==> src/sv/bec_pkg.sv <==
// ----------------------------------------------------------------------------
// bec_pkg
// Shared types and constants of the byte escape codec.
// ----------------------------------------------------------------------------
package bec_pkg;

  localparam int unsigned AddrWidth = 4;
  localparam int unsigned DataWidth = 32;

  // register indexes, taken from paddr[3:2]
  localparam logic [1:0] RegModeDecode = 2'd0;
  localparam logic [1:0] RegTokenByte  = 2'd1;
  localparam logic [1:0] RegEscapeByte = 2'd2;

  localparam logic       ModeDecodeRst = 1'b0;
  localparam logic [7:0] TokenByteRst  = 8'd126;
  localparam logic [7:0] EscapeByteRst = 8'd125;

  // follow codes of a two-byte sequence
  localparam logic [7:0] CodeEscape = 8'h01;
  localparam logic [7:0] CodeToken  = 8'h02;

  typedef struct packed {
    logic       mode_decode;
    logic [7:0] token_byte;
    logic [7:0] escape_byte;
  } cfg_t;

  typedef struct packed {
    logic [7:0] out_byte;
    logic       out_last;
    logic       bad_escape;
  } result_t;

  // results caused by one input item: count 0, 1 or 2, first in res0
  typedef struct packed {
    logic [1:0] count;
    result_t    res0;
    result_t    res1;
  } res_pair_t;

endpackage

==> src/sv/bec_in_if.sv <==
// ----------------------------------------------------------------------------
// bec_in_if
// Input byte channel: valid/ready handshake with one payload byte.
// ----------------------------------------------------------------------------
interface bec_in_if;
  logic       valid;
  logic       ready;
  logic [7:0] data_byte;
  logic       end_of_packet;

  modport source (output valid, output data_byte, output end_of_packet, input ready);
  modport sink   (input valid, input data_byte, input end_of_packet, output ready);
endinterface

==> src/sv/bec_out_if.sv <==
// ----------------------------------------------------------------------------
// bec_out_if
// Output byte channel: valid/ready handshake with one coded byte.
// ----------------------------------------------------------------------------
interface bec_out_if;
  logic       valid;
  logic       ready;
  logic [7:0] out_byte;
  logic       out_last;
  logic       bad_escape;

  modport source (output valid, output out_byte, output out_last, output bad_escape,
                  input ready);
  modport sink   (input valid, input out_byte, input out_last, input bad_escape,
                  output ready);
endinterface

==> src/sv/bec_cfg_regs.sv <==
// ----------------------------------------------------------------------------
// bec_cfg_regs
// APB-style register file holding mode, token byte and escape byte.
// ----------------------------------------------------------------------------
module bec_cfg_regs (
  input  logic                          clk_i,
  input  logic                          rst_ni,
  input  logic                          psel,
  input  logic                          penable,
  input  logic                          pwrite,
  input  logic [bec_pkg::AddrWidth-1:0] paddr,
  input  logic [bec_pkg::DataWidth-1:0] pwdata,
  output logic [bec_pkg::DataWidth-1:0] prdata,
  output logic                          pready,
  output bec_pkg::cfg_t                 cfg_o
);

  bec_pkg::cfg_t cfg_q, cfg_d;
  logic          wr_en;
  logic [1:0]    reg_idx;

  assign pready  = 1'b1;
  assign wr_en   = psel & penable & pwrite;
  assign reg_idx = paddr[3:2];

  always_comb begin
    cfg_d = cfg_q;
    if (wr_en) begin
      unique case (reg_idx)
        bec_pkg::RegModeDecode: cfg_d.mode_decode = pwdata[0];
        bec_pkg::RegTokenByte:  cfg_d.token_byte  = pwdata[7:0];
        bec_pkg::RegEscapeByte: cfg_d.escape_byte = pwdata[7:0];
        default: ;  // drop writes beyond the register list
      endcase
    end
  end

  always_ff @(posedge clk_i or negedge rst_ni) begin
    if (!rst_ni) begin
      cfg_q.mode_decode <= bec_pkg::ModeDecodeRst;
      cfg_q.token_byte  <= bec_pkg::TokenByteRst;
      cfg_q.escape_byte <= bec_pkg::EscapeByteRst;
    end else begin
      cfg_q <= cfg_d;
    end
  end

  always_comb begin
    unique case (reg_idx)
      bec_pkg::RegModeDecode: prdata = {{(bec_pkg::DataWidth-1){1'b0}}, cfg_q.mode_decode};
      bec_pkg::RegTokenByte:  prdata = {{(bec_pkg::DataWidth-8){1'b0}}, cfg_q.token_byte};
      bec_pkg::RegEscapeByte: prdata = {{(bec_pkg::DataWidth-8){1'b0}}, cfg_q.escape_byte};
      default:                prdata = '0;
    endcase
  end

  assign cfg_o = cfg_q;

endmodule

==> src/sv/bec_core.sv <==
// ----------------------------------------------------------------------------
// bec_core
// Byte mapping for encode and decode, with the escape pending flag.
// ----------------------------------------------------------------------------
module bec_core (
  input  logic                 clk_i,
  input  logic                 rst_ni,
  input  bec_pkg::cfg_t        cfg_i,
  input  logic                 accept_i,
  input  logic [7:0]           data_byte_i,
  input  logic                 end_of_packet_i,
  output bec_pkg::res_pair_t   pair_o
);

  logic pending_q, pending_d;

  always_comb begin
    pair_o       = '0;
    pending_d    = pending_q;
    pair_o.count = 2'd1;
    pair_o.res0  = '{out_byte: data_byte_i, out_last: end_of_packet_i, bad_escape: 1'b0};
    if (!cfg_i.mode_decode) begin
      pending_d = 1'b0;
      // token test first: it wins when token and escape are equal
      if (data_byte_i == cfg_i.token_byte) begin
        pair_o.count = 2'd2;
        pair_o.res0  = '{out_byte: cfg_i.escape_byte, out_last: 1'b0, bad_escape: 1'b0};
        pair_o.res1  = '{out_byte: bec_pkg::CodeToken, out_last: end_of_packet_i,
                         bad_escape: 1'b0};
      end else if (data_byte_i == cfg_i.escape_byte) begin
        pair_o.count = 2'd2;
        pair_o.res0  = '{out_byte: cfg_i.escape_byte, out_last: 1'b0, bad_escape: 1'b0};
        pair_o.res1  = '{out_byte: bec_pkg::CodeEscape, out_last: end_of_packet_i,
                         bad_escape: 1'b0};
      end
    end else if (pending_q) begin
      pending_d = 1'b0;
      if (data_byte_i == bec_pkg::CodeEscape) begin
        pair_o.res0.out_byte = cfg_i.escape_byte;
      end else if (data_byte_i == bec_pkg::CodeToken) begin
        pair_o.res0.out_byte = cfg_i.token_byte;
      end else begin
        pair_o.res0.bad_escape = 1'b1;  // echo the unknown follow byte
      end
    end else if (data_byte_i == cfg_i.escape_byte) begin
      if (end_of_packet_i) begin
        pair_o.res0.bad_escape = 1'b1;  // escape with no follow byte
      end else begin
        pair_o.count = 2'd0;
        pending_d    = 1'b1;
      end
    end
  end

  always_ff @(posedge clk_i or negedge rst_ni) begin
    if (!rst_ni) begin
      pending_q <= 1'b0;
    end else if (accept_i) begin
      pending_q <= pending_d;
    end
  end

endmodule

==> src/sv/bec_out_buf.sv <==
// ----------------------------------------------------------------------------
// bec_out_buf
// Two-slot result register feeding the output channel.
// ----------------------------------------------------------------------------
module bec_out_buf (
  input  logic               clk_i,
  input  logic               rst_ni,
  input  logic               load_i,
  input  bec_pkg::res_pair_t pair_i,
  output logic               can_load_o,
  bec_out_if.source          out_o
);

  bec_pkg::result_t slot0_q, slot0_d, slot1_q, slot1_d;
  logic [1:0]       cnt_q, cnt_d;
  logic             pop;

  assign pop        = out_o.valid & out_o.ready;
  // take a new item only when the buffer is empty or drains this cycle
  assign can_load_o = (cnt_q == 2'd0) || ((cnt_q == 2'd1) && out_o.ready);

  always_comb begin
    slot0_d = slot0_q;
    slot1_d = slot1_q;
    cnt_d   = cnt_q;
    if (pop) begin
      slot0_d = slot1_q;
      cnt_d   = cnt_q - 2'd1;
    end
    if (load_i && (pair_i.count != 2'd0)) begin
      slot0_d = pair_i.res0;
      slot1_d = pair_i.res1;
      cnt_d   = pair_i.count;
    end
  end

  always_ff @(posedge clk_i or negedge rst_ni) begin
    if (!rst_ni) begin
      cnt_q <= 2'd0;
    end else begin
      cnt_q <= cnt_d;
    end
  end

  always_ff @(posedge clk_i) begin
    slot0_q <= slot0_d;
    slot1_q <= slot1_d;
  end

  assign out_o.valid      = (cnt_q != 2'd0);
  assign out_o.out_byte   = slot0_q.out_byte;
  assign out_o.out_last   = slot0_q.out_last;
  assign out_o.bad_escape = slot0_q.bad_escape;

endmodule

==> src/sv/byte_escape_codec_top.sv <==
// ----------------------------------------------------------------------------
// byte_escape_codec_top
// Byte-stuffing encoder/decoder for a framed serial link.
// ----------------------------------------------------------------------------
// Usage:
//   in_i carries one payload byte per transaction with an end_of_packet mark;
//   out_o carries coded bytes with out_last and bad_escape.
//   The APB port sets mode_decode (0x0), token_byte (0x4) and escape_byte (0x8);
//   write it only while no results are outstanding.
// Latency: a result appears on out_o the cycle after its input transaction.
// Throughput: one input byte per cycle while out_o.ready is high; a byte that
//   encodes to an escape pair fills both result slots, and the next input waits
//   until the pair's second byte is taken. A decode escape byte gives no result.
// Stall: the result register holds its bytes while out_o.ready is low, and
//   in_i.ready falls until the last held result is being taken.
// Reset: the result register empties, the escape pending flag clears, and the
//   registers return to encode mode, token 126, escape 125.
// ----------------------------------------------------------------------------
module byte_escape_codec_top (
  input  logic                          clk_i,
  input  logic                          rst_ni,
  bec_in_if.sink                        in_i,
  bec_out_if.source                     out_o,
  input  logic                          psel,
  input  logic                          penable,
  input  logic                          pwrite,
  input  logic [bec_pkg::AddrWidth-1:0] paddr,
  input  logic [bec_pkg::DataWidth-1:0] pwdata,
  output logic [bec_pkg::DataWidth-1:0] prdata,
  output logic                          pready
);

  bec_pkg::cfg_t      cfg;
  bec_pkg::res_pair_t pair;
  logic               can_load;
  logic               accept;

  assign in_i.ready = can_load;
  assign accept     = in_i.valid & can_load;

  bec_cfg_regs u_regs (
    .clk_i   (clk_i),
    .rst_ni  (rst_ni),
    .psel    (psel),
    .penable (penable),
    .pwrite  (pwrite),
    .paddr   (paddr),
    .pwdata  (pwdata),
    .prdata  (prdata),
    .pready  (pready),
    .cfg_o   (cfg)
  );

  bec_core u_core (
    .clk_i           (clk_i),
    .rst_ni          (rst_ni),
    .cfg_i           (cfg),
    .accept_i        (accept),
    .data_byte_i     (in_i.data_byte),
    .end_of_packet_i (in_i.end_of_packet),
    .pair_o          (pair)
  );

  bec_out_buf u_out (
    .clk_i      (clk_i),
    .rst_ni     (rst_ni),
    .load_i     (accept),
    .pair_i     (pair),
    .can_load_o (can_load),
    .out_o      (out_o)
  );

endmodule

==> src/flat_wrapper.sv <==
// flat-port wrapper written by rule: the top's interface ports become plain ports
module byte_escape_codec_top_flat 
  (clk_i, rst_ni, psel, penable, pwrite, paddr, pwdata, prdata, pready, in_i_valid, in_i_data_byte, in_i_end_of_packet, in_i_ready, out_o_valid, out_o_out_byte, out_o_out_last, out_o_bad_escape, out_o_ready);
  bec_in_if in_i_i ();
  bec_out_if out_o_i ();
  input  logic clk_i;
  input  logic rst_ni;
  input  logic psel;
  input  logic penable;
  input  logic pwrite;
  input  logic [bec_pkg::AddrWidth-1:0] paddr;
  input  logic [bec_pkg::DataWidth-1:0] pwdata;
  output logic [bec_pkg::DataWidth-1:0] prdata;
  output logic pready;
  input wire logic [$bits(in_i_i.valid)-1:0] in_i_valid;
  input wire logic [$bits(in_i_i.data_byte)-1:0] in_i_data_byte;
  input wire logic [$bits(in_i_i.end_of_packet)-1:0] in_i_end_of_packet;
  output wire logic [$bits(in_i_i.ready)-1:0] in_i_ready;
  output wire logic [$bits(out_o_i.valid)-1:0] out_o_valid;
  output wire logic [$bits(out_o_i.out_byte)-1:0] out_o_out_byte;
  output wire logic [$bits(out_o_i.out_last)-1:0] out_o_out_last;
  output wire logic [$bits(out_o_i.bad_escape)-1:0] out_o_bad_escape;
  input wire logic [$bits(out_o_i.ready)-1:0] out_o_ready;
  assign in_i_i.valid = in_i_valid;
  assign in_i_i.data_byte = in_i_data_byte;
  assign in_i_i.end_of_packet = in_i_end_of_packet;
  assign in_i_ready = in_i_i.ready;
  assign out_o_valid = out_o_i.valid;
  assign out_o_out_byte = out_o_i.out_byte;
  assign out_o_out_last = out_o_i.out_last;
  assign out_o_bad_escape = out_o_i.bad_escape;
  assign out_o_i.ready = out_o_ready;
  byte_escape_codec_top u_core (.clk_i(clk_i), .rst_ni(rst_ni), .in_i(in_i_i), .out_o(out_o_i), .psel(psel), .penable(penable), .pwrite(pwrite), .paddr(paddr), .pwdata(pwdata), .prdata(prdata), .pready(pready));
endmodule
==> config.mk <==
export PLATFORM = sky130hd
export DESIGN_NAME = byte_escape_codec_top_flat
export DESIGN_NICKNAME = d
export VERILOG_FILES = /design/src/sv/bec_pkg.sv /design/src/sv/bec_in_if.sv /design/src/sv/bec_out_if.sv /design/src/sv/bec_cfg_regs.sv /design/src/sv/bec_core.sv /design/src/sv/bec_out_buf.sv /design/src/sv/byte_escape_codec_top.sv /design/src/flat_wrapper.sv
export SDC_FILE = /design/constraint.sdc
export NUM_CORES = 1
export LEC_CHECK = 0
export ABC_AREA = 1
export BUFFER_PORTS_ARGS = -buffer_cell sky130_fd_sc_hd__buf_2
export CAP_MARGIN = 20
export CORE_ASPECT_RATIO = 0.5
export CORE_MARGIN = 5
export CORE_UTILIZATION = 28
export DETAILED_ROUTE_END_ITERATION = 16
export GPL_TIMING_DRIVEN = 0
export PLACE_DENSITY = 0.61
export SETUP_SLACK_MARGIN = 0.5
export SLEW_MARGIN = 5
export SYNTH_ARGS = -nofsm -noshare
export SYNTH_HDL_FRONTEND = slang
export SYNTH_SLANG_ARGS = --single-unit
export TNS_END_PERCENT = 50
==> constraint.sdc <==
create_clock -name clk_i -period 1.84 [get_ports clk_i]
set_input_delay 0.184 -clock clk_i [delete_from_list [all_inputs] [get_ports clk_i]]
set_output_delay 0.184 -clock clk_i [all_outputs]
set_load 0.01 [all_outputs]
-- Yosys cells after proc, flatten, opt, wreduce, memory -nomap -nowiden
Index checks and enable logic that the tools add are counted.
- $add $sub $neg: 1
- multipliers: 0
- divide/modulo/power cells: 0
- order comparisons: 0
- equal/unequal tests: 7
- shift operators: 0
- mux-type cells: 25
- bitwise gates (word level): 4
- reductions and logical operators: 12
- operators with widths (operator ; number):
    22-bit two-way mux ; 2
    10-bit two-way mux ; 3
    8-bit two-way mux ; 3
    8-bit one-hot mux with 3 select lines ; 1
    8-bit == test ; 2
    1-bit two-way mux ; 14
    8-bit by 1-bit == test with 1-bit output (second input constant) ; 1
    8-bit by 2-bit == test with 1-bit output (second input constant) ; 1
    2-bit AND reduction ; 3
    2-bit nonzero test ; 3
    1-bit AND ; 4
    2-bit by 1-bit == test with 1-bit output (second input constant) ; 2
    2-bit logical NOT ; 2
    2-bit two-way mux ; 2
    2-bit == test (second input constant) ; 1
    1-bit logical AND ; 2
    2-bit OR reduction ; 1
    2-bit by 1-bit subtractor with 2-bit output (second input constant) ; 1
    1-bit logical OR ; 1
- register bits after elaboration: 40
- latch bits: 0
- RAM bits: 0
- ROM bits: 0
- input port bits: 52
- output and inout bits: 45
- word-level logic and storage cells: 61
- memories kept: 0

-- Depth between registers and ports, before layout
- word-level depth: 8
- depth in mapped cells: 11

-- By module
From an unflattened synthesis, not the netlist that was laid out.
- cells, all modules: 402
- area total of the unflattened synthesis: 2851.5 um^2
- modules (own cells, without submodules) (module ; times used ; cells an instance ; area each (um^2) ; sequential area each (um^2)):
    bec_cfg_regs ; 1 ; 136 ; 1048.5 ; 440.4
    bec_out_buf ; 1 ; 77 ; 903.4 ; 650.6
    bec_core ; 1 ; 187 ; 892.1 ; 25.0
    byte_escape_codec_top ; 1 ; 2 ; 7.5 ; 0.0

-- Worst setup path before layout
Ideal clock, no wire load.
- path type: register to register
- start: register u_core.u_out.cnt_q[0]
- end: register u_core.u_out.slot0_q, in the netlist u_core.u_out.out_o.bad_escape, enable pin
- data arrival time: 1335 ps
- setup slack: 190 ps
- cell stages (with the launch flop): 9
- period minus slack after synthesis: 1650 ps
- cell sequence: dfrtp_1 -> inv_1 -> ha_1 -> inv_1 -> nand2_1 -> nand2_1 -> inv_1 -> nand2_2 -> nand2_1
- elaborated cells on any way between the ends: 9
- those cells by class: eq/ne: 1; bitwise: 2; reduce/logical: 6
- RTL lines (element ; line ; RTL):
    start, declared ; bec_out_buf.sv:15 ; logic [1:0] cnt_q, cnt_d;
    start signal, assigned ; bec_out_buf.sv:41 ; cnt_q <= cnt_d;
    2-bit nonzero test ; bec_out_buf.sv:50 ; assign out_o.valid = (cnt_q != 2'd0);
    via out_o_valid ; flat_wrapper.sv:19 ; output wire logic [$bits(out_o_i.valid)-1:0] out_o_valid;
    1-bit AND ; bec_out_buf.sv:18 ; assign pop = out_o.valid & out_o.ready;
    2-bit nonzero test (no line) ; n/a ;
    end signal, assigned ; bec_out_buf.sv:46 ; slot0_q <= slot0_d;
    end, declared ; bec_out_buf.sv:14 ; bec_pkg::result_t slot0_q, slot0_d, slot1_q, slot1_d;
The timed path passes the listed nets, and every way through them passes these cells.
A chain may end at the register's enable or synchronous reset.

-- Final worst setup path
- start: register u_core.u_regs.cfg_q, in the netlist u_core.u_regs.cfg_o[5]
- end: register u_core.u_out.slot0_q, in the netlist u_core.u_out.out_o.out_byte[3], data pin
- word-level cells in the longest chain between the ends: 7
- elaborated cells on any way between the ends: 9
- those cells by class: eq/ne: 1; mux: 6; reduce/logical: 2
- ends and longest elaborated chain (element ; line ; RTL):
    start, declared ; bec_cfg_regs.sv:18 ; bec_pkg::cfg_t cfg_q, cfg_d;
    start signal, assigned ; bec_cfg_regs.sv:44 ; cfg_q <= cfg_d;
    8-bit == test * ; bec_core.sv:30, bec_core.sv:45 ;
    22-bit two-way mux / 1-bit two-way mux (equally long branches) ; bec_core.sv:30, bec_core.sv:45 ;
    22-bit two-way mux / 1-bit two-way mux (equally long branches) ; bec_core.sv:25, bec_core.sv:36 ;
    10-bit two-way mux * ; bec_core.sv:22 ; if (!cfg_i.mode_decode) begin
    2-bit nonzero test ; bec_out_buf.sv:30 ; if (load_i && (pair_i.count != 2'd0)) begin
    1-bit logical AND ; bec_out_buf.sv:30 ;
    10-bit two-way mux * ; bec_out_buf.sv:30 ;
Mark *: on every way between the ends. The rest lies on a longest branch, timed or not.

==> flow_summary.yaml <==
pwr:
  ir_drop_mv: 0.384
  p_leak_nw: 1.72
  power_density_nw_per_um2: 1020
logic_synthesis:
  synth_top_family_by_area: "simple AND/OR/NAND/NOR gates"
  ys_types: 30
  syn_avg_cell_area_sq_um: 7.13
  ys_ff_latch: 33
  synth-edff-count: 13
  ys.flop_type: "edfxtp_1"
  synth.area.mux_share: 0
  synth_cells: 336
  netlist_area_sq_um: 2400
  ys_warn_count: 0
  synth_xor_xnor_area_share: 0.0439
  synth-compound-area-share: 0.0992
  synthSimpleGateAreaFrac: 0.301
  seq_area_frac_synth: 0.378
  synth_async_sr_flop_share: 0.606
  synth-adder-area-share: 0.0104
die:
  start_util: 0.293
  die-area_sq_um: 10600
  coreArea_sq_um: 8170
  pin_count: 97
  dieWidth_um: 141
  rows: 23
  die_h_um: 75.4
clock_tree:
  cts-buffers-inserted: 5
  clock-root-buffer: "clkbuf_16"
  cts.sinks: 33
  clk_latency_ps: 280
  cts_tree: "done"
  clkTransAtPathRegs_ps: 50
  ctsLongestPathBuffers: 2
  htree_levels: 2
setup_path:
  worst_setup_path_end_kind: "flip-flop"
  cp_max_fo: 5
  crit_arrival_ps: 1720
  required_ps: 1870
  crit_start: "u_core.u_regs.cfg_o[5]"
  critPathKind: "flip-flop to flip-flop"
  crit_path_start_kind: "flip-flop"
  r2r_slack_ps: 150
  rr_endpoint: "u_core.u_out.out_o.out_byte[3]"
  reg2reg_from: "u_core.u_regs.cfg_o[5]"
  reg2reg_depth: 10
global_routing:
  grt_first_pass_wirelength_mm: 10.7
  use_met2: 0.209
  grt-busiest-layer: "met2"
  antenna_found_initial: 0
  use_met3: 0.0288
  grt_pass1_vias: 2237
  grt.total_usage: 0.126
  grt_max_degree: 21
  gr-usage-met1: 0.165
  overflow: 0
sta:
  hold_violations: 0
  fin_crit_ps: 1690
  rsz0062_at_grt: "true"
  fmax_mhz: 591
  finalMaxSlewViolations: 0
  fin_skew_ps: 5.97
  fin_crit_sh: 0.919
  finalSetupTns_ps: 0
  setup_viol: 0
hold_path:
  hold_depth: 3
  min_from: "pwdata[3]"
  holdPathEnd: "u_core.u_regs.cfg_o[11]"
  worstHoldPathType: "input port to flip-flop"
placement:
  dp.cells: 516
  routabilityCongestion: 0.863
  port_buffers: 45
  hpwl_mm: 4.83
outcome:
  status: "finished, final reports clean"
drt:
  drtIter0Drc: 131
  drcViolationCount: 0
  wl_mm: 6.52
  vias: 2314
  ant_nets: 0
  viasPerCell: 4.21
  drt-wirelength-per-cell_um: 11.9
  detail_route.first_pass.iterations: 4
final_layout:
  drive_gt1_frac: 0.358
  fillers: 833
  layout.nets: 491
  fin_cells: 550
  layout_commonest_cell: "nand2_1"
  n_antenna_cell: 0
  areaGrowthSynthToFinish_pct: 41.3
  layout_common_cells: "90 x nand2_1, 45 x buf_2, 44 x buf_4"
job:
  max-cap-violations: 0
## worst max-delay path by stage
stage                                      to  slack (ps)
4_1_cts           u_core.u_out.out_o.out_last         160
3_3_place_gp   u_core.u_out.out_o.out_byte[1]          50
2_1_floorplan  u_core.u_out.out_o.out_byte[2]         240
3_5_place_dp   u_core.u_out.out_o.out_byte[3]          70
6_report       u_core.u_out.out_o.out_byte[3]         150
5_1_grt        u_core.u_out.out_o.out_byte[2]          60
## critical path, stage by stage (launching register included)
cell and delay (ps):
dfstp_2 550, inv_1 90, nand2_1 70, nand2_1 70, nand3_2 90, nor2_4 60, nand2_2 90, clkbuf_4 210
a21oi_2 60, nor2_1 120, nor2_1 50
## metal layers
layer / routed length (um) / vias up
met5: 0 / -
li1: - / 1217
met2: 2990 / 62
met3: 320 / 6
met4: 87 / 0
met1: 3120 / 1029
## final cells by class
| class | instances | area [sq um] | share of cell area |
|---|---|---|---|
| multi-input combinational | 252 | 1340 | 0.394 |
| sequential | 33 | 906 | 0.268 |
| timing repair buffer | 70 | 439 | 0.130 |
| buffer | 32 | 234 | 0.0691 |
| inverter | 43 | 164 | 0.0484 |
| tap | 112 | 140 | 0.0414 |
| clock buffer | 5 | 125 | 0.0370 |
| clock inverter | 3 | 41.3 | 0.0122 |
## cell families after synthesis
kind of cell             Yosys count
buffers and inverters             75
XOR/XNOR                          12
adder cells (fa/ha/maj)            2
other                              2
flip-flops                        33
AO/OA/AOI/OAI                     43
AND/OR/NAND/NOR                  169
## report_power, final
group | switching [mW] | total (mW) | internal (mW)
Sequential | 0.123 | 1.18 | 1.05
Combinational | 0.785 | 1.34 | 0.553
Clock | 0.299 | 0.932 | 0.633
## sequential cells by signal, summed over array words and instances (netlist names)
name	cells
u_core.u_regs.cfg_o	17
u_core.u_out.out_o.out_byte	8
u_core.u_out.slot1_q	3
u_core.u_out.cnt_q	2
u_core.u_core.pending_q	1
u_core.u_out.out_o.bad_escape	1
u_core.u_out.out_o.out_last	1
## cell usage after synthesis, types with 2 or more instances
library cell,instances,area [sq um]
a21oi_1,7,35.0
a21oi_2,4,35.0
buf_4,25,188
buf_6,2,22.5
clkbuf_1,5,18.8
conb_1,2,7.51
dfrtp_1,8,200
dfstp_2,12,315
edfxtp_1,13,390
ha_1,2,25.0
inv_1,41,154
nand2_1,97,364
nand2_2,3,18.8
nand3_1,30,150
nor2_1,31,116
nor2_4,3,33.8
o21ai_0,26,130
o22ai_1,3,18.8
xnor2_1,11,96.3
## stage by stage
step                      worst slack, ps  area [sq um]  power [mW]  hold WS (ps)  utilization
final                                 149          3380        3.44           142        0.414
after global routing                 61.6          3380        3.69           141        0.414
after CTS                             156          3270        3.40           144        0.400
after detailed placement             69.9          2870        2.28           168        0.351
after global placement               51.3          2870        2.27           169        0.351
after floorplan                       235          2510        1.93          -112            -
## what timing repair did
item                       in CTS  in global routing
buffers inserted               19                  4
cloned                          2                  0
hold endpoints to repair        8                  0
setup endpoints to repair      37                 39
pin swaps                      13                 18
gates resized for setup        12                 20
hold buffers                    1                  0
(Power assumes the default switching activity.)
